`config.mk`:
```
export PLATFORM = sky130hd
export DESIGN_NAME = let_chain_latency_evaluator_core
export DESIGN_NICKNAME = d
export VERILOG_FILES = /design/src/design/lcle_pkg.sv /design/src/design/lcle_ram.sv /design/src/design/lcle_div.sv /design/src/design/let_chain_latency_evaluator_core.sv
export SDC_FILE = /design/constraint.sdc
export NUM_CORES = 1
export LEC_CHECK = 0
export CAP_MARGIN = 20
export CORE_MARGIN = 5
export CORE_UTILIZATION = 50
export DETAILED_ROUTE_END_ITERATION = 8
export DONT_BUFFER_PORTS = 1
export GPL_ROUTABILITY_DRIVEN = 0
export PLACE_DENSITY = 0.71
export SYNTH_ARGS = -nofsm -noshare
export SYNTH_HDL_FRONTEND = slang
export SYNTH_SLANG_ARGS = --single-unit
```
`constraint.sdc`:
```
create_clock -name clk -period 16 [get_ports clk]
set_input_delay 1.6 -clock clk [delete_from_list [all_inputs] [get_ports clk]]
set_output_delay 1.6 -clock clk [all_outputs]
set_load 0.05 [all_outputs]
```
`src/design/lcle_pkg.sv`:
```
// Shared constants and control types for the LET chain latency evaluator.
`timescale 1ns / 1ps

package lcle_pkg;

  // Opcode carried on in_tuser
  localparam logic OPC_LOAD = 1'b0;
  localparam logic OPC_EVAL = 1'b1;

  // Default sizing of the task table
  localparam int DEF_MAX_TASKS = 8;
  localparam int DEF_TICK_BITS = 20;

  // Fixed field widths of the request and result
  localparam int IDX_BITS      = 3;
  localparam int FIELD_BITS    = 20;
  localparam int START_BITS    = 40;
  localparam int LAT_BITS      = 25;
  localparam int CNT_CFG_BITS  = 4;
  localparam int IN_DATA_BITS  = 104;
  localparam int OUT_DATA_BITS = 32;

  localparam logic [CNT_CFG_BITS-1:0] TASK_COUNT_RST = 4'd1;

  // Sequencer to divider
  typedef struct packed {
    logic start;
  } lcle_div_ctl_t;

  // Divider to sequencer
  typedef struct packed {
    logic busy;
    logic done;
  } lcle_div_sts_t;

endpackage

```
`src/design/lcle_ram.sv`:
```
// Generic single-write, single-read RAM with registered read data.
`timescale 1ns / 1ps

module lcle_ram #(
  parameter int WIDTH = 60,
  parameter int DEPTH = 8
) (
  input  logic                                  clk,
  input  logic                                  we,
  input  logic [(DEPTH > 1 ? $clog2(DEPTH) : 1)-1:0] waddr,
  input  logic [WIDTH-1:0]                      wdata,
  input  logic                                  re,
  input  logic [(DEPTH > 1 ? $clog2(DEPTH) : 1)-1:0] raddr,
  output logic [WIDTH-1:0]                      rdata
);

  logic [WIDTH-1:0] mem [DEPTH];
  logic [WIDTH-1:0] rdata_r;

  always_ff @(posedge clk) begin
    if (we) begin
      mem[waddr] <= wdata;
    end
    if (re) begin
      rdata_r <= mem[raddr];
    end
  end

  assign rdata = rdata_r;

endmodule

```
`src/design/lcle_div.sv`:
```
// Radix-2 restoring divider that returns the remainder of dividend by divisor.
`timescale 1ns / 1ps

module lcle_div
  import lcle_pkg::*;
#(
  parameter int TIME_W    = 41,
  parameter int TICK_BITS = DEF_TICK_BITS
) (
  input  logic                 clk,
  input  logic                 rst_n,
  input  lcle_div_ctl_t        ctl,
  input  logic [TIME_W-1:0]    dividend,
  input  logic [TICK_BITS-1:0] divisor,
  output lcle_div_sts_t        sts,
  output logic [TICK_BITS-1:0] remainder
);

  localparam int STEP_W = $clog2(TIME_W + 1);

  logic [STEP_W-1:0]    step_r, step_nxt;
  logic                 busy_r, busy_nxt;
  logic                 done_r, done_nxt;
  logic [TIME_W-1:0]    dvd_r, dvd_nxt;
  logic [TICK_BITS-1:0] dsr_r, dsr_nxt;
  logic [TICK_BITS-1:0] rem_r, rem_nxt;
  logic [TICK_BITS:0]   rem_shift;

  // one quotient bit per cycle: shift in the next dividend bit, subtract if it fits
  assign rem_shift = {rem_r, dvd_r[TIME_W-1]};

  always_comb begin
    step_nxt = step_r;
    busy_nxt = busy_r;
    done_nxt = 1'b0;
    dvd_nxt  = dvd_r;
    dsr_nxt  = dsr_r;
    rem_nxt  = rem_r;
    if (ctl.start) begin
      step_nxt = STEP_W'(TIME_W);
      busy_nxt = 1'b1;
      dvd_nxt  = dividend;
      dsr_nxt  = divisor;
      rem_nxt  = '0;
    end else if (busy_r) begin
      dvd_nxt = {dvd_r[TIME_W-2:0], 1'b0};
      if (rem_shift >= {1'b0, dsr_r}) begin
        rem_nxt = TICK_BITS'(rem_shift - {1'b0, dsr_r});
      end else begin
        rem_nxt = rem_shift[TICK_BITS-1:0];
      end
      step_nxt = step_r - STEP_W'(1);
      if (step_r == STEP_W'(1)) begin
        busy_nxt = 1'b0;
        done_nxt = 1'b1;
      end
    end
  end

  always_ff @(posedge clk) begin
    if (!rst_n) begin
      step_r <= '0;
      busy_r <= 1'b0;
      done_r <= 1'b0;
    end else begin
      step_r <= step_nxt;
      busy_r <= busy_nxt;
      done_r <= done_nxt;
    end
  end

  always_ff @(posedge clk) begin
    dvd_r <= dvd_nxt;
    dsr_r <= dsr_nxt;
    rem_r <= rem_nxt;
  end

  assign sts.busy  = busy_r;
  assign sts.done  = done_r;
  assign remainder = rem_r;

endmodule

```
`src/design/let_chain_latency_evaluator_core.sv`:
```
// Top level of the LET chain latency evaluator: sequencer, task table and divider.
`timescale 1ns / 1ps

// A load request (in_tuser = 0) writes one task entry (period, read offset,
// write offset) and returns no result; an index at or above
// MAX_TASKS is dropped. An evaluate request (in_tuser = 1) walks entries
// 0 .. min(task_count, MAX_TASKS)-1: for each entry it fetches the entry from
// the task RAM, takes the remainder of (t - read_offset) by the period on the
// shared radix-2 divider, moves t up to the next period boundary and adds the
// write offset. Rounding up to a boundary uses the remainder alone
// (k * period = d + period - r when r is nonzero), so no multiplier is needed.
// An entry with a zero period, or whose read offset is not before t, skips
// the divider; any other entry waits on the divider, which produces one
// quotient bit per cycle. in_tready is low while a request is in progress; a
// finished result is held in the output register while the next request is
// taken. The result is the final time minus start_time, saturated to the
// signed 25-bit range. Every entry walked must have been loaded; the task
// RAM has no reset. task_count (reset 1) is to be written through cfg_wr_en
// only while the block is idle; the block itself does not enforce this.
module let_chain_latency_evaluator_core
  import lcle_pkg::*;
#(
  parameter int MAX_TASKS = DEF_MAX_TASKS,
  parameter int TICK_BITS = DEF_TICK_BITS
) (
  input  logic                     clk,
  input  logic                     rst_n,
  // request channel
  input  logic                     in_tvalid,
  output logic                     in_tready,
  // tdata, low bit up: task_index[3], task_period[20], read_offset[20],
  // write_offset[20], start_time[40], zero pad[1]
  input  logic [IN_DATA_BITS-1:0]  in_tdata,
  // tuser: opcode[1]
  input  logic                     in_tuser,
  // result channel
  output logic                     out_tvalid,
  input  logic                     out_tready,
  // tdata, low bit up: latency[25] (two's complement), zero pad[7]
  output logic [OUT_DATA_BITS-1:0] out_tdata,
  // configuration
  input  logic                     cfg_wr_en,
  input  logic [CNT_CFG_BITS-1:0]  cfg_wr_data
);

  localparam int IDX_W  = (MAX_TASKS > 1) ? $clog2(MAX_TASKS) : 1;
  localparam int CNT_W  = $clog2(MAX_TASKS + 1);
  // time grows by less than two periods per entry
  localparam int GROW_W = $clog2(MAX_TASKS) + TICK_BITS + 2;
  localparam int TIME_W = ((START_BITS > GROW_W) ? START_BITS : GROW_W) + 1;
  localparam int DIFF_W = TIME_W + 1;
  localparam int ENT_W  = 3 * TICK_BITS;

  localparam logic [DIFF_W-1:0] LAT_HI = DIFF_W'((64'd1 << (LAT_BITS - 1)) - 64'd1);
  localparam logic [DIFF_W-1:0] LAT_LO = ~LAT_HI;

  typedef enum logic [2:0] {
    S_IDLE,
    S_FETCH,
    S_PREP,
    S_DIV,
    S_ADJ,
    S_WOFS,
    S_DIFF,
    S_OUT
  } state_t;

  // request fields
  logic [IDX_BITS-1:0]   f_index;
  logic [FIELD_BITS-1:0] f_period;
  logic [FIELD_BITS-1:0] f_rd_ofs;
  logic [FIELD_BITS-1:0] f_wr_ofs;
  logic [START_BITS-1:0] f_start;

  assign f_index  = in_tdata[2:0];
  assign f_period = in_tdata[22:3];
  assign f_rd_ofs = in_tdata[42:23];
  assign f_wr_ofs = in_tdata[62:43];
  assign f_start  = in_tdata[102:63];

  state_t                  state_r, state_nxt;
  logic [CNT_CFG_BITS-1:0] task_count_r;
  logic [CNT_W-1:0]        cnt_r, cnt_nxt;
  logic [CNT_W-1:0]        n_r, n_nxt;
  logic [CNT_W-1:0]        n_cfg;
  logic                    out_valid_r, out_valid_nxt;
  logic [LAT_BITS-1:0]     out_lat_r, out_lat_nxt;
  logic [TIME_W-1:0]       t_r, t_nxt;
  logic [TIME_W-1:0]       d_r, d_nxt;
  logic [START_BITS-1:0]   start_r, start_nxt;
  logic [DIFF_W-1:0]       diff_r, diff_nxt;

  logic                    in_acc;
  logic                    ram_we;
  logic                    ram_re;
  logic [ENT_W-1:0]        ram_wdata;
  logic [ENT_W-1:0]        ram_rdata;
  logic [TICK_BITS-1:0]    e_period;
  logic [TICK_BITS-1:0]    e_rd_ofs;
  logic [TICK_BITS-1:0]    e_wr_ofs;
  logic [TIME_W:0]         rd_diff;
  logic                    past_read;
  logic                    last_entry;
  logic [TICK_BITS-1:0]    adj;

  lcle_div_ctl_t           div_ctl;
  lcle_div_sts_t           div_sts;
  logic [TICK_BITS-1:0]    div_rem;

  assign in_tready = (state_r == S_IDLE);
  assign in_acc    = in_tvalid && in_tready;

  // drop loads beyond the table
  assign ram_we    = in_acc && (in_tuser == OPC_LOAD) &&
                     (32'(f_index) < 32'(MAX_TASKS));
  assign ram_wdata = {TICK_BITS'(f_wr_ofs), TICK_BITS'(f_rd_ofs), TICK_BITS'(f_period)};
  assign ram_re    = (state_r == S_FETCH);

  lcle_ram #(
    .WIDTH (ENT_W),
    .DEPTH (MAX_TASKS)
  ) u_table (
    .clk   (clk),
    .we    (ram_we),
    .waddr (IDX_W'(f_index)),
    .wdata (ram_wdata),
    .re    (ram_re),
    .raddr (cnt_r[IDX_W-1:0]),
    .rdata (ram_rdata)
  );

  // read data holds until the next fetch, so the write offset is still there later
  assign e_period = ram_rdata[TICK_BITS-1:0];
  assign e_rd_ofs = ram_rdata[2*TICK_BITS-1:TICK_BITS];
  assign e_wr_ofs = ram_rdata[3*TICK_BITS-1:2*TICK_BITS];

  assign rd_diff   = {1'b0, t_r} - (TIME_W + 1)'(e_rd_ofs);
  assign past_read = !rd_diff[TIME_W] && (rd_diff != '0);
  assign last_entry = ((cnt_r + CNT_W'(1)) == n_r);

  // distance up to the next period boundary
  assign adj = (div_rem != '0) ? (e_period - div_rem) : '0;

  assign div_ctl.start = (state_r == S_PREP) && (e_period != '0) && past_read;

  lcle_div #(
    .TIME_W    (TIME_W),
    .TICK_BITS (TICK_BITS)
  ) u_div (
    .clk       (clk),
    .rst_n     (rst_n),
    .ctl       (div_ctl),
    .dividend  (rd_diff[TIME_W-1:0]),
    .divisor   (e_period),
    .sts       (div_sts),
    .remainder (div_rem)
  );

  // saturate the walk length to the table depth
  assign n_cfg = (32'(task_count_r) > 32'(MAX_TASKS)) ? CNT_W'(MAX_TASKS)
                                                      : CNT_W'(task_count_r);

  always_comb begin
    state_nxt     = state_r;
    cnt_nxt       = cnt_r;
    n_nxt         = n_r;
    out_valid_nxt = out_valid_r;
    out_lat_nxt   = out_lat_r;
    t_nxt         = t_r;
    d_nxt         = d_r;
    start_nxt     = start_r;
    diff_nxt      = diff_r;

    if (out_valid_r && out_tready) begin
      out_valid_nxt = 1'b0;
    end

    case (state_r)
      S_IDLE: begin
        if (in_acc && (in_tuser == OPC_EVAL)) begin
          t_nxt     = TIME_W'(f_start);
          start_nxt = f_start;
          cnt_nxt   = '0;
          n_nxt     = n_cfg;
          state_nxt = (n_cfg == '0) ? S_DIFF : S_FETCH;
        end
      end
      S_FETCH: begin
        state_nxt = S_PREP;
      end
      S_PREP: begin
        if (div_ctl.start) begin
          d_nxt     = rd_diff[TIME_W-1:0];
          state_nxt = S_DIV;
        end else begin
          // zero period or not yet past the read instant: k is zero
          t_nxt     = TIME_W'(e_wr_ofs);
          cnt_nxt   = cnt_r + CNT_W'(1);
          state_nxt = last_entry ? S_DIFF : S_FETCH;
        end
      end
      S_DIV: begin
        if (div_sts.done) begin
          state_nxt = S_ADJ;
        end
      end
      S_ADJ: begin
        t_nxt     = d_r + TIME_W'(adj);
        state_nxt = S_WOFS;
      end
      S_WOFS: begin
        // k * period = d rounded up; add back the write offset
        t_nxt     = t_r + TIME_W'(e_wr_ofs);
        cnt_nxt   = cnt_r + CNT_W'(1);
        state_nxt = last_entry ? S_DIFF : S_FETCH;
      end
      S_DIFF: begin
        diff_nxt  = {1'b0, t_r} - DIFF_W'(start_r);
        state_nxt = S_OUT;
      end
      S_OUT: begin
        // hold until the output register is free
        if (!out_valid_r || out_tready) begin
          out_valid_nxt = 1'b1;
          if ($signed(diff_r) > $signed(LAT_HI)) begin
            out_lat_nxt = LAT_HI[LAT_BITS-1:0];
          end else if ($signed(diff_r) < $signed(LAT_LO)) begin
            out_lat_nxt = LAT_LO[LAT_BITS-1:0];
          end else begin
            out_lat_nxt = diff_r[LAT_BITS-1:0];
          end
          state_nxt = S_IDLE;
        end
      end
      default: begin
        state_nxt = S_IDLE;
      end
    endcase
  end

  always_ff @(posedge clk) begin
    if (!rst_n) begin
      state_r      <= S_IDLE;
      task_count_r <= TASK_COUNT_RST;
      cnt_r        <= '0;
      n_r          <= '0;
      out_valid_r  <= 1'b0;
    end else begin
      state_r     <= state_nxt;
      cnt_r       <= cnt_nxt;
      n_r         <= n_nxt;
      out_valid_r <= out_valid_nxt;
      if (cfg_wr_en) begin
        task_count_r <= cfg_wr_data;
      end
    end
  end

  always_ff @(posedge clk) begin
    out_lat_r <= out_lat_nxt;
    t_r       <= t_nxt;
    d_r       <= d_nxt;
    start_r   <= start_nxt;
    diff_r    <= diff_nxt;
  end

  assign out_tvalid = out_valid_r;
  assign out_tdata  = {(OUT_DATA_BITS - LAT_BITS)'(0), out_lat_r};

`ifndef ASSERT_OFF
  a_div_start_idle: assert property (@(posedge clk) disable iff (!rst_n)
    div_ctl.start |-> !div_sts.busy)
    else $error("divider restarted while busy");

  a_div_done_in_div: assert property (@(posedge clk) disable iff (!rst_n)
    div_sts.done |-> (state_r == S_DIV))
    else $error("divider finished outside the divide step");

  a_cnt_bound: assert property (@(posedge clk) disable iff (!rst_n)
    (state_r != S_IDLE) |-> (cnt_r <= n_r))
    else $error("entry counter ran past the walk length");

  a_out_hold: assert property (@(posedge clk) disable iff (!rst_n)
    (state_r == S_OUT && out_valid_r && !out_tready) |=> (state_r == S_OUT))
    else $error("result overwrote a pending output");
`endif

endmodule

```
==> results of run 1 <==
## report_power, final
part	internal [mW]	switching, mW
clock network	1.11	0.835
registers	2.86	0.293
logic	1.49	2.26
## critical path, delay by kind of cell, from the launching register on
family | cells | cell delay, ps
XOR/XNOR | 2 | 350
buffers and inverters | 2 | 150
AND/OR/NAND/NOR | 5 | 720
flip-flops | 1 | 460
adder cells (fa/ha/maj) | 3 | 960
AO/OA/AOI/OAI | 11 | 3450
## cells in the final DEF, fill, tap and decap left out, types with 85 or more instances in the layout
master,netlist,routed
sky130_fd_sc_hd__a21oi_1,152,149
sky130_fd_sc_hd__clkbuf_16,0,85
sky130_fd_sc_hd__edfxtp_1,790,790
sky130_fd_sc_hd__ha_1,142,142
sky130_fd_sc_hd__inv_1,151,150
sky130_fd_sc_hd__mux4_2,120,120
sky130_fd_sc_hd__nand2_1,191,191
sky130_fd_sc_hd__nor2_1,180,171
sky130_fd_sc_hd__o21ai_0,93,92
sky130_fd_sc_hd__xnor2_1,105,105
## state kept, by name (all words and copies together) (netlist names), 25 cells and up
register	flops
out_lat_r	25
u_table.mem	480
u_table.rdata	60
u_div.dvd_r	41
t_r	41
d_r	41
diff_r	42
start_r	40
## final timing paths
| kind | to |
|---|---|
| setup / recovery | t_r[35] |
| hold / removal | n_r[3] |
| setup reg to reg | t_r[35] |
| hold reg to reg | n_r[3] |
## through the flow
| step | total power, mW | utilization, % | area [sq um] | hold WS (ps) |
|---|---|---|---|---|
| after floorplan | 5.82 | - | 39800 | 450 |
| after global placement | 6.74 | 51.9 | 41000 | 471 |
| after detailed placement | 6.86 | 51.9 | 41000 | 484 |
| after CTS | 8.83 | 55.4 | 43800 | 492 |
| after global routing | 9.32 | 55.5 | 43800 | 531 |
| final | 8.84 | 55.5 | 43800 | 491 |
## final cells by class
cell class | instances | area, sq um | share of cell area, %
clock inverters | 42 | 483 | 1.10
clock buffers | 115 | 2270 | 5.18
flip-flops and latches | 834 | 24600 | 56.1
diodes | 2 | 5.00 | 0.0114
inverters | 153 | 574 | 1.31
repair buffers | 33 | 284 | 0.648
well taps | 1050 | 1310 | 3.00
multi-input cells | 1763 | 14300 | 32.6
## cell usage after synthesis (all sizes together) (37+ instances only)
| library cell | n | area, sq um |
|---|---|---|
| a211oi | 37 | 278 |
| nor2 | 181 | 682 |
| mux2 | 94 | 1100 |
| o21ai | 94 | 470 |
| nand2 | 191 | 717 |
| xnor2 | 105 | 920 |
| mux4 | 120 | 2700 |
| clkbuf | 77 | 289 |
| nor2b | 42 | 263 |
| o21a | 39 | 293 |
| inv | 151 | 567 |
| xor2 | 71 | 622 |
| nand3 | 48 | 240 |
| nor3 | 46 | 252 |
| a21o | 50 | 375 |
| edfxtp | 790 | 23700 |
| ha | 142 | 1780 |
| a21oi | 153 | 769 |
| dfxtp | 44 | 881 |
## cells by family after synthesis
group                    count (synthesis)  synth area share, %
multiplexers                           226                 9.85
AO/OA/AOI/OAI                          541                 9.01
flip-flops                             834                 61.8
XOR/XNOR                               176                 3.87
buffers and inverters                  263                 2.64
AND/OR/NAND/NOR                        665                 8.07
adder cells (fa/ha/maj)                148                 4.76
other                                    1              0.00942
## layer usage
layer	vias to the layer above	part of all wire [%]
met5	-	0
met4	0	3.6
met3	218	7.7
met2	921	49
met1	12157	40
li1	10950	-
==> impl_table.tex, run 1 <==
\begin{tabular}{lr}
\hline
Metric & Value \\
\hline
\multicolumn{2}{l}{\textbf{Setup path}} \\
\quad Worst Setup Start Kind & register \\
\quad Worst setup path category & register to register \\
\quad Most repeated library cell on the critical path & sky130\_fd\_sc\_hd\_\_o41ai\_1 \\
\quad Length in cells of the worst reg-to-reg path & 23 \\
\quad Cell-by-cell listing of the critical path & inv\_1 -> ha\_1 -> inv\_1 -> fa\_1 -> a21o\_1 -> a21oi\_1 -> nor2b\_1 -> o21a\_1 -> o41ai\_1 -> o21ai\_0 -> o41ai\_1 -> o21ba\_2 -> xor2\_1 -> nor2\_1 -> ha\_1 -> nand2\_1 -> o41ai\_1 -> a31oi\_1 -> a211o\_1 -> nor2\_1 -> nand2\_1 -> xor2\_1 -> o221ai\_1 \\
\quad Critical path fanouts, max & 6 \\
\quad Master of the slowest instance on the critical path & sky130\_fd\_sc\_hd\_\_o41ai\_1 \\
\quad Critical Path Start & u\_table.rdata[0] \\
\quad Req. time, crit path & 16330 ps \\
\quad Highest cell delay on the worst timing path & 580 ps \\
\quad Launch point of the worst reg-to-reg path & u\_table.rdata[0] \\
\quad Type of element capturing the critical path & register \\
\quad Arr. time, crit path & 6740 ps \\
\quad R2R Setup Slk & 9590 ps \\
\multicolumn{2}{l}{\textbf{Outcome}} \\
\quad Run status & completed \\
\multicolumn{2}{l}{\textbf{Power}} \\
\quad Power density over the cells & 202 nW/um\^{}2 \\
\quad Maximum vdd drop & 0.000145 V \\
\quad Static leakage & 15.0 nW \\
\multicolumn{2}{l}{\textbf{Floorplanning}} \\
\quad Cell row count & 103 \\
\quad Initial standard-cell utilization of the core & around half \\
\quad Die span in x & 292 um \\
\quad Core box area & 79000 sq um \\
\quad Floorplan die height & about 290 um \\
\quad Die area & 85400 sq um \\
\quad Number of I/O pins & 148 \\
\multicolumn{2}{l}{\textbf{STA}} \\
\quad Minimum setup slack in the final design & 9590 ps \\
\quad Fin. max-slew vios & 0 \\
\quad Slew at the pin closest to its max-slew limit & 1090 ps \\
\quad Unrepaired setup endpoints after global routing & no \\
\quad Final setup violation count & 0 \\
\quad Maximum clock rate & 156 MHz \\
\quad Skew final & 25.2 ps \\
\quad Relative slew slack & 27.7\% \\
\quad Count of final hold-check violations & 0 \\
\quad Final min period & 6410 ps \\
\quad Final setup TNS & 0 ps \\
\quad Post-route fraction of the period consumed by the critical path & between 40\% and 50\% \\
\multicolumn{2}{l}{\textbf{Route}} \\
\quad Routed via count & 24246 \\
\quad Via density per instance & 6.07 \\
\quad DRC violations left & 0 \\
\quad Final WL & 93000 um \\
\quad Routed length per instance & 23.3 um \\
\quad Number of DRC violations after detailed-routing iteration 0 & 2413 \\
\quad First-pass detailed-route iteration total & 6 \\
\quad DRT antenna net count & 0 \\
\multicolumn{2}{l}{\textbf{CTS}} \\
\quad Library cell used as clock root buffer & sky130\_fd\_sc\_hd\_\_clkbuf\_16 \\
\quad CTS Hold Bufs & 0 \\
\quad Clock-pin slew on the worst setup and hold paths & 60 ps \\
\quad Post-CTS setup repair buffer count & 0 \\
\quad Clock insertion delay at the later pin of the skew report & 650 ps \\
\quad Clock tree buffer depth & 3 \\
\quad Total of cells resized after clock tree synthesis & 0 \\
\quad Number of clock sinks & about 830 \\
\quad H-tree depth reported by CTS & 3 \\
\quad Clock tree from TritonCTS & done \\
\quad Number of buffers created by CTS & 85 \\
\multicolumn{2}{l}{\textbf{Cells and area}} \\
\quad Fraction of layout cells with a size suffix above 1 & 13.4\% \\
\quad Number of non-filler instances in the completed layout & 3992 \\
\quad Number of fill cells in the layout & 6089 \\
\quad Number of nets in the finished design & 3132 \\
\quad Post-synthesis to final-layout area growth & 10.1\% \\
\multicolumn{2}{l}{\textbf{Synth}} \\
\quad Netlist Area Pre-Place & $\sim$40000 sq um \\
\quad FF+latch count, synth & 834 \\
\quad Part of the Yosys area used for sequential elements & 61.8\% \\
\quad Synthesized netlist cell count & $\sim$2900 \\
\quad Commonest register cell after synthesis & sky130\_fd\_sc\_hd\_\_edfxtp\_1 \\
\quad Post-Syn Area per Cell & 14.0 sq um \\
\quad Synth unique cells & 91 \\
\quad Share of async-settable or async-resettable flops after synthesis & 0\% \\
\quad Post-synth EDFFs & 790 \\
\quad Warning count from the yosys run & 0 \\
\multicolumn{2}{l}{\textbf{Global routing}} \\
\quad GR Util met1 & 27.5\% \\
\quad Met3 track demand over resource & 4.57\% \\
\quad Pin count of the biggest net entering global routing & just over 70 \\
\quad Top Usage Layer GRT & met2 \\
\quad Number of global-route vias before repair & 24294 \\
\quad Met2 GRT Util & a little over a third \\
\quad Global-route wire length before repair & 142000 um \\
\quad GRT Residual Overflow & 0 \\
\quad GRT Overall Usage & 21.2\% \\
\quad Antenna violations before repair & 1 \\
\multicolumn{2}{l}{\textbf{Placement}} \\
\quad Count of input and output buffers & 0 \\
\quad HPWL after DPL & 61900 um \\
\quad Worst setup slack before clock tree synthesis & 9740 ps \\
\quad Count of placed standard cells including taps & around 3800 \\
\multicolumn{2}{l}{\textbf{Job}} \\
\quad Max-cap violation count & 0 \\
\multicolumn{2}{l}{\textbf{Worst hold path}} \\
\quad Launch point of the worst hold path & n\_r[3] \\
\quad Hold crit path type & register to register \\
\quad Number of instances on the worst hold path & 2 \\
\hline
\end{tabular}
Power figures use the tool's default switching activity.
==> run 2: changes to the inputs <==
--- a/config.mk
+++ b/config.mk
@@ -5,6 +5,7 @@
 export SDC_FILE = /design/constraint.sdc
 export NUM_CORES = 1
 export LEC_CHECK = 0
+export ABC_AREA = 1
 export CAP_MARGIN = 20
 export CORE_MARGIN = 5
 export CORE_UTILIZATION = 50
==> constraint.sdc (replaced) <==
create_clock -name clk -period 6.51 [get_ports clk]
set_input_delay 0.651 -clock clk [delete_from_list [all_inputs] [get_ports clk]]
set_output_delay 0.651 -clock clk [all_outputs]
set_load 0.05 [all_outputs]
==> run 2 against run 1 <==
Compared with the run above: sequential cell count did not move; final area is 3.5% higher; clock skew increased by 32 ps; clock power increased by 140%; global-route usage up 2.0 points; total power grew to 2.6 times the previous value; worst setup slack got worse by 8000 ps; synthesized cell count grew 47%; register-to-register slack worse by 8000 ps; critical path type unchanged.
==> impl_table.tex, run 2 <==
\begin{tabular}{lr}
\hline
Metric & Value \\
\hline
\multicolumn{2}{l}{\textbf{Outcome}} \\
\quad Run status & completed \\
\multicolumn{2}{l}{\textbf{STA}} \\
\quad Skew final & approximately 57 ps \\
\quad Relative slew slack & between 20\% and 30\% \\
\quad Final setup violation count & 0 \\
\quad Slew at the pin closest to its max-slew limit & approximately 1100 ps \\
\quad Unrepaired setup endpoints after global routing & no \\
\quad Final setup TNS & 0 ps \\
\quad Post-route fraction of the period consumed by the critical path & 75.1\% \\
\quad Fin. max-slew vios & 0 \\
\quad Count of final hold-check violations & 0 \\
\quad Final min period & just under 5000 ps \\
\quad Maximum clock rate & 204 MHz \\
\multicolumn{2}{l}{\textbf{Global routing}} \\
\quad GRT Residual Overflow & 0 \\
\quad GRT Overall Usage & 23.2\% \\
\quad Global-route wire length before repair & 163000 um \\
\quad Number of global-route vias before repair & between 20000 and 30000 \\
\quad Pin count of the biggest net entering global routing & 157 \\
\quad Antenna violations before repair & 1 \\
\multicolumn{2}{l}{\textbf{Setup path}} \\
\quad Arr. time, crit path & about 5300 ps \\
\quad Critical path fanouts, max & 14 \\
\quad Type of element capturing the critical path & register \\
\quad Worst Setup Start Kind & register \\
\quad Req. time, crit path & 6880 ps \\
\quad Worst setup path category & register to register \\
\multicolumn{2}{l}{\textbf{CTS}} \\
\quad Clock tree from TritonCTS & done \\
\quad Clock insertion delay at the later pin of the skew report & 660 ps \\
\quad H-tree depth reported by CTS & 3 \\
\quad Number of clock sinks & 834 \\
\quad Library cell used as clock root buffer & sky130\_fd\_sc\_hd\_\_clkbuf\_16 \\
\quad CTS Hold Bufs & 0 \\
\quad Post-CTS setup repair buffer count & 0 \\
\quad Clock-pin slew on the worst setup and hold paths & 60 ps \\
\quad Clock tree buffer depth & 3 \\
\quad Number of buffers created by CTS & 86 \\
\quad Total of cells resized after clock tree synthesis & 0 \\
\multicolumn{2}{l}{\textbf{Synth}} \\
\quad Proportion of netlist area held by the largest area contributor & 57.1\% \\
\quad Leading cell types by count after synthesis & sky130\_fd\_sc\_hd\_\_edfxtp\_1, sky130\_fd\_sc\_hd\_\_nor2\_1, sky130\_fd\_sc\_hd\_\_nand2\_1, sky130\_fd\_sc\_hd\_\_inv\_1, sky130\_fd\_sc\_hd\_\_o21ai\_0 \\
\quad Post-synth EDFFs & 790 \\
\quad Most frequently used cell type in the post-synthesis netlist & sky130\_fd\_sc\_hd\_\_edfxtp\_1 \\
\quad Top cells by area, synth & sky130\_fd\_sc\_hd\_\_edfxtp\_1, sky130\_fd\_sc\_hd\_\_nor2\_1, sky130\_fd\_sc\_hd\_\_nand2\_1, sky130\_fd\_sc\_hd\_\_o21ai\_0, sky130\_fd\_sc\_hd\_\_ha\_1 \\
\quad FF+latch count, synth & between 800 and 900 \\
\quad Netlist Area Pre-Place & just over 40000 sq um \\
\quad Synth area leader & sky130\_fd\_sc\_hd\_\_edfxtp\_1 \\
\quad Synth unique cells & 59 \\
\quad Warning count from the yosys run & 0 \\
\quad Synthesized netlist cell count & 4204 \\
\quad Share of async-settable or async-resettable flops after synthesis & 0\% \\
\quad Part of the Yosys area used for sequential elements & 59.3\% \\
\quad Post-Syn Area per Cell & 9.88 sq um \\
\quad Commonest register cell after synthesis & sky130\_fd\_sc\_hd\_\_edfxtp\_1 \\
\multicolumn{2}{l}{\textbf{Route}} \\
\quad Via density per instance & 5.78 \\
\quad Routed via count & 30773 \\
\quad Final WL & about 110000 um \\
\quad Routed length per instance & 20.1 um \\
\quad First-pass detailed-route iteration total & 6 \\
\quad DRC violations left & 0 \\
\quad DRT antenna net count & 0 \\
\quad Number of DRC violations after detailed-routing iteration 0 & 3168 \\
\multicolumn{2}{l}{\textbf{Cells and area}} \\
\quad Post-Route Utilization & 55.2\% \\
\quad Most frequent standard cell in the layout excluding fill and tap cells & sky130\_fd\_sc\_hd\_\_edfxtp\_1 \\
\quad Fraction of layout cells with a size suffix above 1 & 6.13\% \\
\quad Top library cells by usage in the layout, fill and taps aside & sky130\_fd\_sc\_hd\_\_edfxtp\_1, sky130\_fd\_sc\_hd\_\_nor2\_1, sky130\_fd\_sc\_hd\_\_nand2\_1 \\
\quad Register with the most flip-flops & u\_table.mem \\
\quad Antenna fix cells & 0 \\
\quad Post-synthesis to final-layout area growth & 9.31\% \\
\quad Number of nets in the finished design & 4450 \\
\quad Flip-flop count of the largest register after layout & 480 \\
\multicolumn{2}{l}{\textbf{Floorplanning}} \\
\quad Number of I/O pins & around 150 \\
\quad Die area & 88900 sq um \\
\quad Floorplan die height & around 300 um \\
\quad Initial standard-cell utilization of the core & 50.5\% \\
\quad Core box area & slightly above 80000 sq um \\
\quad Die span in x & 298 um \\
\quad Cell row count & 105 \\
\multicolumn{2}{l}{\textbf{Placement}} \\
\quad Count of input and output buffers & 0 \\
\quad HPWL after DPL & about 71000 um \\
\multicolumn{2}{l}{\textbf{Power}} \\
\quad Static leakage & 17.1 nW \\
\quad Power density over the cells & 503 nW/um\^{}2 \\
\quad Maximum vdd drop & 0.000299 V \\
\multicolumn{2}{l}{\textbf{Worst hold path}} \\
\quad Hold crit path type & input port to register \\
\multicolumn{2}{l}{\textbf{Job}} \\
\quad Max-cap violation count & 0 \\
\hline
\end{tabular}
-- run 2: area by class of cell --
class / instances / area [sq um]
Clock inverter: 35 / 354
Tap cell: 1070 / 1340
Timing Repair Buffer: 38 / 305
Sequential cell: 834 / 24600
Clock buffer: 120 / 2370
Fill cell: 7069 / 36900
Inverter: 409 / 1550
Multi-Input combinational cell: 2819 / 14900
-- run 2: power by group --
part	total (mW)	switching [mW]	internal, mW
clock network	4.74	2.05	2.68
registers	7.85	0.761	7.09
logic	10.2	6.94	3.29
-- run 2: stage by stage --
stage	std cells	instance area, sq um	power (mW)	hold WS, ps	worst slack [ps]
floorplan	4210	41500	15.0	445	288
global placement	5169	42600	17.7	468	1860
detailed placement	5170	42700	17.9	476	1830
CTS	5325	45400	22.7	46.1	1770
global route	5325	45400	24.3	41.7	1180
finish	5325	45400	22.8	81.0	1620
-- run 2: final timing paths --
path	startpoint	endpoint	slack (ps)	cells past startpoint
worst max register to register	u_div.remainder[3]	t_r[21]	1620	22
worst max-delay path	u_div.remainder[3]	t_r[21]	1620	22
worst min register to register	cnt_r[3]	cnt_r[3]	490	2
worst min-delay path	in_tdata[23]	u_table.mem[4][20]	80	0
-- run 2: critical path, cell delays in order, from the launching register on --
cell	delay, ps
sky130_fd_sc_hd__dfxtp_1	360
sky130_fd_sc_hd__inv_1	150
sky130_fd_sc_hd__ha_1	390
sky130_fd_sc_hd__a21oi_1	260
sky130_fd_sc_hd__o21ai_0	110
sky130_fd_sc_hd__a21oi_1	210
sky130_fd_sc_hd__nor2_1	60
sky130_fd_sc_hd__o22ai_1	230
sky130_fd_sc_hd__o21ai_0	180
sky130_fd_sc_hd__a31oi_1	230
sky130_fd_sc_hd__xor2_1	190
sky130_fd_sc_hd__nor2_1	70
sky130_fd_sc_hd__ha_1	340
sky130_fd_sc_hd__nand2_1	150
sky130_fd_sc_hd__nor2_1	80
sky130_fd_sc_hd__o21ai_0	80
sky130_fd_sc_hd__o211a_1	200
sky130_fd_sc_hd__o21ai_0	140
sky130_fd_sc_hd__a21boi_0	340
sky130_fd_sc_hd__o21ai_1	150
sky130_fd_sc_hd__buf_4	210
sky130_fd_sc_hd__xnor2_1	350
sky130_fd_sc_hd__o211ai_1	130
-- run 2: logic make-up (layout without fill, tap and decap cells) --
family                   count (synthesis)  count (layout)  synth area share, %
XOR/XNOR                                91              91                 1.92
flip-flops                             834             834                 59.3
AND/OR/NAND/NOR                       1676            1676                 16.6
AO/OA/AOI/OAI                          897             897                 12.4
other                                    1               7              0.00903
buffers and inverters                  557             602                 5.23
adder cells (fa/ha/maj)                148             148                 4.57
-- run 2: per-layer routing --
metal  GRT usage [%]  vias up  wire length [um]
li1                -    14693                 -
met2            38.3     1178             50600
met1            31.3    14698             44100
met3            4.24      202              8430
met5               0        -                11
met4            7.90        2              3680
